<file path="config.mk">
export PLATFORM = sky130hd
export DESIGN_NAME = cpu6502_execute_subset
export DESIGN_NICKNAME = d
export VERILOG_FILES = /design/src/rtl/core/c6502ex_pkg.sv /design/src/rtl/core/cpu6502_execute_subset.sv
export VERILOG_INCLUDE_DIRS = /design/src /design/src/rtl/core
export SDC_FILE = /design/constraint.sdc
export NUM_CORES = 1
export LEC_CHECK = 0
export BUFFER_PORTS_ARGS = -buffer_cell sky130_fd_sc_hd__buf_2
export CORE_MARGIN = 2
export CORE_UTILIZATION = 52
export CTS_CLUSTER_SIZE = 8
export DETAILED_ROUTE_END_ITERATION = 7
export HOLD_SLACK_MARGIN = 0.15
export PLACE_DENSITY_LB_ADDON = 0.1
export SYNTH_ARGS = -nofsm -noshare
export SYNTH_HDL_FRONTEND = slang
export SYNTH_SLANG_ARGS = --single-unit
</file>
<file path="constraint.sdc">
create_clock -name clk_i -period 3.1 [get_ports clk_i]
set_clock_uncertainty 0.1 [all_clocks]
set_input_delay 0.62 -clock clk_i [delete_from_list [all_inputs] [get_ports clk_i]]
set_output_delay 0.62 -clock clk_i [all_outputs]
set_load 0.1 [all_outputs]
</file>
<file path="src/rtl/core/cpu6502_execute_subset_macros.svh">
// assertion helpers shared by the execute core
`ifndef CPU6502_EXECUTE_SUBSET_MACROS_SVH
`define CPU6502_EXECUTE_SUBSET_MACROS_SVH

// checked only out of reset
`define C6502_ASSERT(label, prop, msg) \
  label: assert property (@(posedge clk_i) disable iff (!rst_ni) prop) else $error(msg);

// checked on every edge, reset included
`define C6502_ASSERT_ALWAYS(label, prop, msg) \
  label: assert property (@(posedge clk_i) prop) else $error(msg);

`endif

</file>
<file path="src/rtl/core/c6502ex_pkg.sv">
package c6502ex_pkg;

  localparam int unsigned CmdW = 5;

  typedef enum logic [CmdW-1:0] {
    CMD_ADC = 5'd0,
    CMD_AND = 5'd1,
    CMD_ASL = 5'd2,
    CMD_CLC = 5'd3,
    CMD_CMP = 5'd4,
    CMD_DEC = 5'd5,
    CMD_DEX = 5'd6,
    CMD_DEY = 5'd7,
    CMD_EOR = 5'd8,
    CMD_JMP = 5'd9,
    CMD_LDA = 5'd10,
    CMD_LDX = 5'd11,
    CMD_LDY = 5'd12,
    CMD_NOP = 5'd13,
    CMD_SEC = 5'd14,
    CMD_STA = 5'd15,
    CMD_STX = 5'd16,
    CMD_STY = 5'd17
  } cmd_e;

  typedef struct packed {
    logic [7:0]  acc;
    logic [7:0]  idx_x;
    logic [7:0]  idx_y;
    logic [15:0] pc;
    logic        carry;
    logic        zero;
    logic        neg;
  } arch_t;

  localparam arch_t ArchReset = '0;

endpackage

</file>
<file path="src/rtl/core/cpu6502_execute_subset.sv">
// Executes one instruction of a 6502 subset per request: ADC, AND, ASL, CLC, CMP, DEC,
// DEX, DEY, EOR, JMP, LDA, LDX, LDY, NOP, SEC, STA, STX, STY (unused codes act as NOP).
// A request is captured in an input register; an 8-bit ALU reads it together with A,
// X, Y, PC and the C/Z/N flags and, when the request advances, writes the new state and
// the result register at once. The combinational ALU closing the loop through the state
// registers sets the rate: one request per cycle, stalling only when the result register
// is full and not taken. The write-back byte is zero whenever its enable is low. Overflow
// and decimal mode are not implemented.
`include "cpu6502_execute_subset_macros.svh"

module cpu6502_execute_subset
  import c6502ex_pkg::*;
(
  input  logic        clk_i,
  input  logic        rst_ni,
  input  logic        in_valid_i,
  output logic        in_ready_o,
  input  logic [4:0]  command_i,
  input  logic [7:0]  operand_value_i,
  input  logic [15:0] jump_target_i,
  output logic        out_valid_o,
  input  logic        out_ready_i,
  output logic        mem_write_enable_o,
  output logic [7:0]  mem_write_data_o,
  output logic [7:0]  acc_out_o,
  output logic [7:0]  index_x_out_o,
  output logic [7:0]  index_y_out_o,
  output logic [15:0] prog_counter_out_o,
  output logic        carry_out_o,
  output logic        zero_out_o,
  output logic        negative_out_o
);

  logic        req_valid_q;
  logic [4:0]  req_cmd_q;
  logic [7:0]  req_opnd_q;
  logic [15:0] req_target_q;

  arch_t       arch_q, arch_d;
  logic        wen_d;
  logic [7:0]  wdata_d;
  logic [8:0]  sum;
  logic [8:0]  diff;
  logic [7:0]  zn_val;
  logic        zn_upd;

  logic        out_valid_q;
  logic        out_wen_q;
  logic [7:0]  out_wdata_q;
  arch_t       out_arch_q;

  logic        advance;

  assign advance    = req_valid_q && (!out_valid_q || out_ready_i);
  assign in_ready_o = !req_valid_q || advance;

  always_ff @(posedge clk_i or negedge rst_ni) begin
    if (!rst_ni) begin
      req_valid_q <= 1'b0;
    end else if (in_ready_o) begin
      req_valid_q <= in_valid_i;
    end
  end

  always_ff @(posedge clk_i) begin
    if (in_ready_o && in_valid_i) begin
      req_cmd_q    <= command_i;
      req_opnd_q   <= operand_value_i;
      req_target_q <= jump_target_i;
    end
  end

  assign sum  = {1'b0, arch_q.acc} + {1'b0, req_opnd_q} + {8'b0, arch_q.carry};
  assign diff = {1'b0, arch_q.acc} - {1'b0, req_opnd_q};

  always_comb begin
    arch_d  = arch_q;
    wen_d   = 1'b0;
    wdata_d = '0;
    zn_val  = '0;
    zn_upd  = 1'b0;
    case (req_cmd_q)
      CMD_ADC: begin
        arch_d.acc   = sum[7:0];
        arch_d.carry = sum[8];
        zn_val       = sum[7:0];
        zn_upd       = 1'b1;
      end
      CMD_AND: begin
        arch_d.acc = arch_q.acc & req_opnd_q;
        zn_val     = arch_d.acc;
        zn_upd     = 1'b1;
      end
      CMD_ASL: begin
        wen_d        = 1'b1;
        wdata_d      = {req_opnd_q[6:0], 1'b0};
        arch_d.carry = req_opnd_q[7];
        zn_val       = wdata_d;
        zn_upd       = 1'b1;
      end
      CMD_CLC: arch_d.carry = 1'b0;
      CMD_CMP: begin
        arch_d.carry = !diff[8];
        arch_d.zero  = (arch_q.acc == req_opnd_q);
        arch_d.neg   = diff[7];
      end
      CMD_DEC: begin
        wen_d   = 1'b1;
        wdata_d = req_opnd_q - 8'd1;
        zn_val  = wdata_d;
        zn_upd  = 1'b1;
      end
      CMD_DEX: begin
        arch_d.idx_x = arch_q.idx_x - 8'd1;
        zn_val       = arch_d.idx_x;
        zn_upd       = 1'b1;
      end
      CMD_DEY: begin
        arch_d.idx_y = arch_q.idx_y - 8'd1;
        zn_val       = arch_d.idx_y;
        zn_upd       = 1'b1;
      end
      CMD_EOR: begin
        arch_d.acc = arch_q.acc ^ req_opnd_q;
        zn_val     = arch_d.acc;
        zn_upd     = 1'b1;
      end
      CMD_JMP: arch_d.pc = req_target_q;
      CMD_LDA: begin
        arch_d.acc = req_opnd_q;
        zn_val     = req_opnd_q;
        zn_upd     = 1'b1;
      end
      CMD_LDX: begin
        arch_d.idx_x = req_opnd_q;
        zn_val       = req_opnd_q;
        zn_upd       = 1'b1;
      end
      CMD_LDY: begin
        arch_d.idx_y = req_opnd_q;
        zn_val       = req_opnd_q;
        zn_upd       = 1'b1;
      end
      CMD_NOP: ;
      CMD_SEC: arch_d.carry = 1'b1;
      CMD_STA: begin
        wen_d   = 1'b1;
        wdata_d = arch_q.acc;
      end
      CMD_STX: begin
        wen_d   = 1'b1;
        wdata_d = arch_q.idx_x;
      end
      CMD_STY: begin
        wen_d   = 1'b1;
        wdata_d = arch_q.idx_y;
      end
      default: ;
    endcase
    if (zn_upd) begin
      arch_d.zero = (zn_val == 8'd0);
      arch_d.neg  = zn_val[7];
    end
  end

  always_ff @(posedge clk_i or negedge rst_ni) begin
    if (!rst_ni) begin
      arch_q      <= ArchReset;
      out_valid_q <= 1'b0;
    end else begin
      if (advance) begin
        arch_q <= arch_d;
      end
      if (advance) begin
        out_valid_q <= 1'b1;
      end else if (out_ready_i) begin
        out_valid_q <= 1'b0;
      end
    end
  end

  always_ff @(posedge clk_i) begin
    if (advance) begin
      out_wen_q   <= wen_d;
      out_wdata_q <= wdata_d;
      out_arch_q  <= arch_d;
    end
  end

  assign out_valid_o        = out_valid_q;
  assign mem_write_enable_o = out_wen_q;
  assign mem_write_data_o   = out_wdata_q;
  assign acc_out_o          = out_arch_q.acc;
  assign index_x_out_o      = out_arch_q.idx_x;
  assign index_y_out_o      = out_arch_q.idx_y;
  assign prog_counter_out_o = out_arch_q.pc;
  assign carry_out_o        = out_arch_q.carry;
  assign zero_out_o         = out_arch_q.zero;
  assign negative_out_o     = out_arch_q.neg;

  `C6502_ASSERT(a_wdata_zero_when_idle,
    out_valid_q && !out_wen_q |-> out_wdata_q == 8'd0, "write data not zero without enable")
  `C6502_ASSERT(a_result_matches_state,
    out_valid_q |-> out_arch_q == arch_q, "pending result differs from state")
  `C6502_ASSERT(a_jmp_loads_pc,
    advance && req_cmd_q == CMD_JMP |=> arch_q.pc == $past(req_target_q), "jmp did not load pc")
  `C6502_ASSERT(a_pc_only_on_jmp,
    !(advance && req_cmd_q == CMD_JMP) |=> $stable(arch_q.pc), "pc changed without jmp")
  `C6502_ASSERT_ALWAYS(a_stall_only_when_full,
    !in_ready_o |-> req_valid_q && out_valid_q && !out_ready_i, "input stalled with room")

endmodule
</file>
==> summary.txt, run 1 <==
Setup path
  – CP required: 3.27 ns
  – Highest cell delay on the worst timing path: 0.54 ns
  – Crit. End Element: flop
  – Cell mode on critical path: nor4_1
  – Worst path cell trace: buf_4, nor4_1, nand2_1, nor2_1, nor4_1, nor4_1, buf_4, nand4_1, o21ai_0
  – CP top delay family: simple AND/OR/NAND/NOR gates
  – Crit path DAT: 3.04 ns
  – CP bufs+invs: 2
  – Slowest-stage cell, CP: nor4_1
  – Startpoint types: flop
  – Max FO, Critical Path: 9
  – Crit Path Class: reg2reg

GRT
  – Total GRT Usage: 0.266
  – Global Route met3 Usage: 0.0722
  – Initial antenna violation count: 0
  – First-pass GRT wire length: 28.4 mm
  – Grt total ovfl: 0
  – Busiest grt layer: met2
  – Met1 usage: 0.350
  – Number of global-route vias before repair: 5315
  – GR Layer Usage met2: 0.423
  – Largest net degree at the start of global routing: 55

CTS
  – TritonCTS clock tree: built
  – Clock tree buffer depth: 2
  – Post CTS Setup Buffer Count: 0
  – TritonCTS buffer count: 17
  – CTS H-tree lvls: 4
  – Worst skew pair latency: 0.42 ns
  – Sink Count: 126
  – CTS root buf: clkbuf_16
  – Clock-pin slew on the worst setup and hold paths: 0.06 ns

Timing
  – Max frequency: 0.349 GHz
  – Hold Fails Final Rpt: 0
  – Slew Viols, Final: 0
  – Sum Neg Setup Slack: 0 ns
  – Slew @ Worst Pin: 0.805 ns
  – Slew headroom: 0.461
  – Unrepaired setup endpoints after global routing: no
  – Setup violations, final: 0
  – Period minus WS final: 2.87 ns
  – Final worst path period share: 0.925

Die
  – IO Pins: 87
  – Die W: 118 um
  – Die Ht: 118 um
  – Core region area: 12600 um^2
  – Die area: 13800 um^2
  – Rows: 41
  – Initial Util: 0.532

Finish
  – Diodes inserted: 0
  – Area Growth Syn to Fin: 19.5%
  – Final #Nets: 807
  – Layout cells sized above 1: 0.257
  – Non-Filler Instances: 938

Route
  – DR DRC count: 0
  – Avg WL per Cell: 19.2 um
  – Vias after detailed routing: 5491
  – Antenna-violating nets left: 0
  – WL final: 18.1 mm
  – Starting DRT DRC Count: 518
  – Via-to-Cell Ratio: 5.85
  – Pre-antenna DRT Iters: 5

Logic synthesis
  – Post-synth EDFFs: 81
  – Seq/Total Area, Yosys: 0.530
  – Ys Warns: 0
  – Post-synth design cell area: 6710 um^2
  – Synthesis-stage register bit count: 126
  – Mean post-synth cell area: 10.4 um^2
  – Distinct cells, synth: 67
  – Post-Syn Nets: 699
  – Ys async rst share: 0.357
  – Synth Flop Type: edfxtp_1
  – Cells after synthesis: 645

Placement
  – Placed cell count: 906
  – RePlAce Congestion: 1.01
  – DP HPWL: 12.6 mm
  – Port bufs: 86

Power
  – Tot Pwr: 0.00682 W
  – Maximum VDD drop: 0.547 mV
  – P_leak: 3.38 nW
  – Pwr dens: 851 nW/um^2

Min path
  – Hold Path Class: in2async

Run
  – Max capacitance violation total: 0

Outcome
  – Outcome: complete, no violations
-- logic make-up (layout without fill, tap and decap cells) --
logic type,Yosys count,in the layout,synth area share
flip-flops,126,126,0.530
XOR/XNOR,10,10,0.0130
multiplexers,29,29,0.0479
buffers and inverters,60,181,0.0447
AND/OR/NAND/NOR,256,256,0.178
AO/OA/AOI/OAI,143,143,0.145
adder cells (fa/ha/maj),21,21,0.0414
-- synthesized netlist by cell type (15+ instances only) --
master	count	share of area
clkbuf_1	15	0.0084
inv_1	27	0.015
edfxtp_1	81	0.36
ha_1	19	0.035
nand3_1	17	0.013
nor2_1	47	0.026
a21oi_1	22	0.016
nand2_1	116	0.065
nor3_1	18	0.013
o21ai_0	41	0.031
dfrtp_1	45	0.17
mux2_2	25	0.042
-- flip-flops by register name, summed over array words and instances (netlist names), 8 cells and up --
signal,flops
req_target_q,16
index_x_out_o,8
index_y_out_o,8
mem_write_data_o,8
req_opnd_q,8
prog_counter_out_o,16
arch_q,43
acc_out_o,8
-- metrics by stage --
stage	instance area, um^2	util	setup WS (ns)	hold WS (ns)
CTS	8010	0.635	0.0453	0.237
floorplan	6720	-	0.0485	0.224
global route	8020	0.636	0.0622	0.248
detailed placement	7450	0.591	0.0633	0.363
global placement	7450	0.591	0.128	0.354
finish	8020	0.636	0.233	0.215
-- worst paths after layout --
check | end | cells after the start | slack (ns) | start
setup / recovery | zero_out_o | 9 | 0.23 | req_opnd_q[2]
hold / removal | arch_q[1] | 2 | 0.22 | rst_ni
setup reg to reg | zero_out_o | 9 | 0.23 | req_opnd_q[2]
hold reg to reg | arch_q[7] | 2 | 0.37 | arch_q[7]
max in group asynchronous | arch_q[37] | 2 | 2.25 | rst_ni
min in group clk_i | req_target_q[13] | 1 | 0.27 | jump_target_i[13]
-- routing by layer --
layer,part of all wire,vias to the layer above
met5,0,-
met4,0.024,0
met3,0.071,31
met2,0.49,240
met1,0.42,2634
li1,-,2586
-- worst reg2reg max path: stages (launching register included) --
cell	delay (ns)
edfxtp_1	0.39
buf_4	0.20
nor4_1	0.54
nand2_1	0.21
nor2_1	0.18
nor4_1	0.10
nor4_1	0.40
buf_4	0.18
nand4_1	0.20
o21ai_0	0.21
-- placed cells by master (no fill, tap or decap), types with 5 or more instances in the layout --
master and count:
ha_1 19, o221ai_1 5, a21oi_1 22, edfxtp_1 81, nand3b_1 5, a211oi_1 5, mux2_2 25, a22oi_1 14
nor2_1 47, o21ai_0 41, o211ai_1 9, clkbuf_16 17, a31oi_1 5, nor3_1 18, nor4_1 8, inv_1 27
xnor2_1 9, a221o_1 8, buf_2 86, nand2_1 116, or3_1 6, nand2b_1 9, buf_4 33, nor2b_1 6
nand3_1 17, dfrtp_1 45, inv_6 7
-- report_power, final --
part | switching [W] | internal (W) | leakage, nW
Clock | 0.000797 | 0.00104 | 0.266
Combinational | 0.00174 | 0.000708 | 1.74
Sequential | 0.000318 | 0.00221 | 1.37
Total | 0.00286 | 0.00397 | 3.38
-- layout make-up --
type	count	area, um^2
timing repair buffer	121	718
multi-input combinational	459	2870
inverter	28	106
clock buffer	17	425
tap	172	215
clock inverter	15	128
sequential	126	3560
fill	1049	4600
-- what timing repair did --
| action | 4_1_cts | 5_1_grt |
|---|---|---|
| hold buffers | 0 | 0 |
| gates resized for setup | 0 | 3 |
| endpoints found under the setup margin | 0 | 4 |
Note: power is estimated with default switching activity, not from simulation.
==> run 2: changes to the inputs <==
--- a/config.mk
+++ b/config.mk
@@ -9,5 +9,6 @@
 export BUFFER_PORTS_ARGS = -buffer_cell sky130_fd_sc_hd__buf_2
+export CAP_MARGIN = 20
 export CORE_MARGIN = 2
 export CORE_UTILIZATION = 52
-export CTS_CLUSTER_SIZE = 8
+export CTS_CLUSTER_SIZE = 20
 export DETAILED_ROUTE_END_ITERATION = 7
==> constraint.sdc (replaced) <==
create_clock -name clk_i -period 3.1 [get_ports clk_i]
set_clock_uncertainty 0.1 [all_clocks]
set_input_delay 0.155 -clock clk_i [delete_from_list [all_inputs] [get_ports clk_i]]
set_output_delay 0.155 -clock clk_i [all_outputs]
set_load 0.1 [all_outputs]
==> run 2 against run 1 <==
Against the previous run: sequential cell count did not move; sequential share of layout area shrank 1.7 points; total power is 0.22% higher; critical path depth is the same; utilization grew 2.5 points; count of clock-buffer cells in the layout is 1 higher; non-clock buffer count increased by 35; register-to-register slack got worse by 0.09 ns; die area stayed put; critical endpoint unchanged; largest power group unchanged.
==> summary.txt, run 2 (synthesis gave the netlist of run 1 again) <==
Power
  – Net Sw Frac: 0.419
  – P_leak: 3.51 nW
  – Maximum VDD drop: 0.730 mV
  – Pwr dens: 820 nW/um^2
  – Clk pwr share: 0.267
  – P_sw: 0.00286 W
  – Comb pwr share: 0.362
  – Flop pwr share: 0.371
  – Int Pwr: 0.00398 W

Finish
  – Layout cells sized above 1: 0.248
  – Area Growth Syn to Fin: 24.3%
  – Max reg flops: 43
  – Final #Nets: 842
  – Most frequent cells in the layout: nand2_1, buf_2, edfxtp_1
  – Non-Filler Instances: 973
  – Reg with most FFs: arch_q
  – Diodes inserted: 0
  – Most common cell after layout, fill and taps aside: nand2_1

Timing
  – Slew @ Worst Pin: 0.937 ns
  – Final worst path period share: 0.954
  – Unrepaired setup endpoints after global routing: no
  – Setup violations, final: 0
  – Hold Fails Final Rpt: 0
  – Period minus WS final: 2.96 ns
  – Max frequency: 0.338 GHz
  – Final setup margin: 0.142 ns
  – Sum Neg Setup Slack: 0 ns
  – Slew headroom: 0.375
  – Slew Viols, Final: 0

CTS
  – Worst skew pair latency: 0.44 ns
  – Sink Count: 126
  – CTS H-tree lvls: 4
  – Clock-pin slew on the worst setup and hold paths: 0.07 ns
  – Clock tree buffer depth: 2
  – Post CTS Setup Buffer Count: 0
  – TritonCTS buffer count: 17
  – CTS root buf: clkbuf_16
  – TritonCTS clock tree: built

Outcome
  – Outcome: complete, no violations

Route
  – WL final: 18.5 mm
  – Antenna-violating nets left: 0
  – Avg WL per Cell: 19.0 um
  – Pre-antenna DRT Iters: 5
  – Vias after detailed routing: 5677
  – DR DRC count: 0
  – Starting DRT DRC Count: 540
  – Via-to-Cell Ratio: 5.83

Setup path
  – Highest cell delay on the worst timing path: 0.59 ns
  – CP required: 3.27 ns
  – Cell mode on critical path: nor4_1
  – Crit. End Element: flop
  – Worst path cell trace: buf_4, nor4_1, nand2_1, nor2_1, nor4_1, nor4_1, buf_4, nand4_1, o21ai_0
  – Crit Path Class: reg2reg
  – Slowest-stage cell, CP: nor4_1
  – Crit path DAT: 3.13 ns
  – Startpoint types: flop
  – Max FO, Critical Path: 9

Die
  – Initial Util: 0.532
  – Die area: 13800 um^2
  – Core region area: 12600 um^2
  – Die W: 118 um
  – Die Ht: 118 um
  – IO Pins: 87
  – Rows: 41

GRT
  – Total GRT Usage: 0.276
  – Initial antenna violation count: 0
  – Number of global-route vias before repair: 5512
  – Largest net degree at the start of global routing: 37
  – First-pass GRT wire length: 29.2 mm
  – Grt total ovfl: 0

Placement
  – Placed cell count: 908
  – Port bufs: 86
  – RePlAce Congestion: 1.01
  – Pre-CTS setup slack: 0.0145 ns
  – DP HPWL: 12.7 mm

Run
  – Max capacitance violation total: 0

Min path
  – Hold Path Class: in2async
## run 2: power by group through the flow
| stage | registers [W] | logic (W) | clock network (W) |
|---|---|---|---|
| 2_1_floorplan | 0.00332 | 0.00114 | 0 |
| 4_1_cts | 0.00253 | 0.00246 | 0.00186 |
| 3_5_place_dp | 0.00255 | 0.00242 | 0 |
| 3_3_place_gp | 0.00253 | 0.00239 | 0 |
| 6_report | 0.00253 | 0.00248 | 0.00183 |
| 5_1_grt | 0.00258 | 0.00266 | 0.00192 |
## run 2: layout make-up
class | instances | area, um^2
clock buffers | 18 | 429
clock inverters | 14 | 113
fillers | 994 | 4280
inverters | 28 | 106
multi-input cells | 459 | 2870
flip-flops and latches | 126 | 3560
well taps | 172 | 215
repair buffers | 156 | 1050
## run 2: worst max-delay path: cells and delay by family, from the launching register on
kind / cells / cell delay (ns)
AO/OA/AOI/OAI: 1 / 0.23
buffers and inverters: 2 / 0.38
AND/OR/NAND/NOR: 6 / 1.69
flip-flops: 1 / 0.39
## run 2: final timing paths
path | depth (start not counted) | from | slack (ns) | end
worst max-delay path | 9 | req_opnd_q[2] | 0.14 | zero_out_o
min in group clk_i | 2 | jump_target_i[15] | 0.33 | req_target_q[15]
worst min-delay path | 2 | rst_ni | 0.31 | arch_q[2]
worst max register to register | 9 | req_opnd_q[2] | 0.14 | zero_out_o
worst min register to register | 2 | arch_q[16] | 0.37 | arch_q[16]
max in group asynchronous | 3 | rst_ni | 1.85 | arch_q[35]
## run 2: layer usage
layer | vias up | routed length [um] | GRT usage
met1 | 2694 | 7820 | 0.352
met5 | - | 0 | 0
li1 | 2649 | - | -
met2 | 270 | 8720 | 0.438
met4 | 0 | 724 | 0.140
met3 | 64 | 1210 | 0.0678
## run 2: what timing repair did
| item | CTS | global route |
|---|---|---|
| hold buffers | 33 | 0 |
| endpoints found under the setup margin | 0 | 4 |
| resized for setup | 0 | 3 |
| hold endpoints to repair | 66 | 0 |
## run 2: per-stage QoR
stage	util	area [um^2]	total power [W]	hold slack [ns]
floorplan	-	6720	0.00446	-0.241
finish	0.661	8340	0.00684	0.315
detailed placement	0.591	7460	0.00497	0.233
global placement	0.591	7460	0.00492	0.231
global route	0.661	8340	0.00716	0.326
CTS	0.660	8330	0.00685	0.304
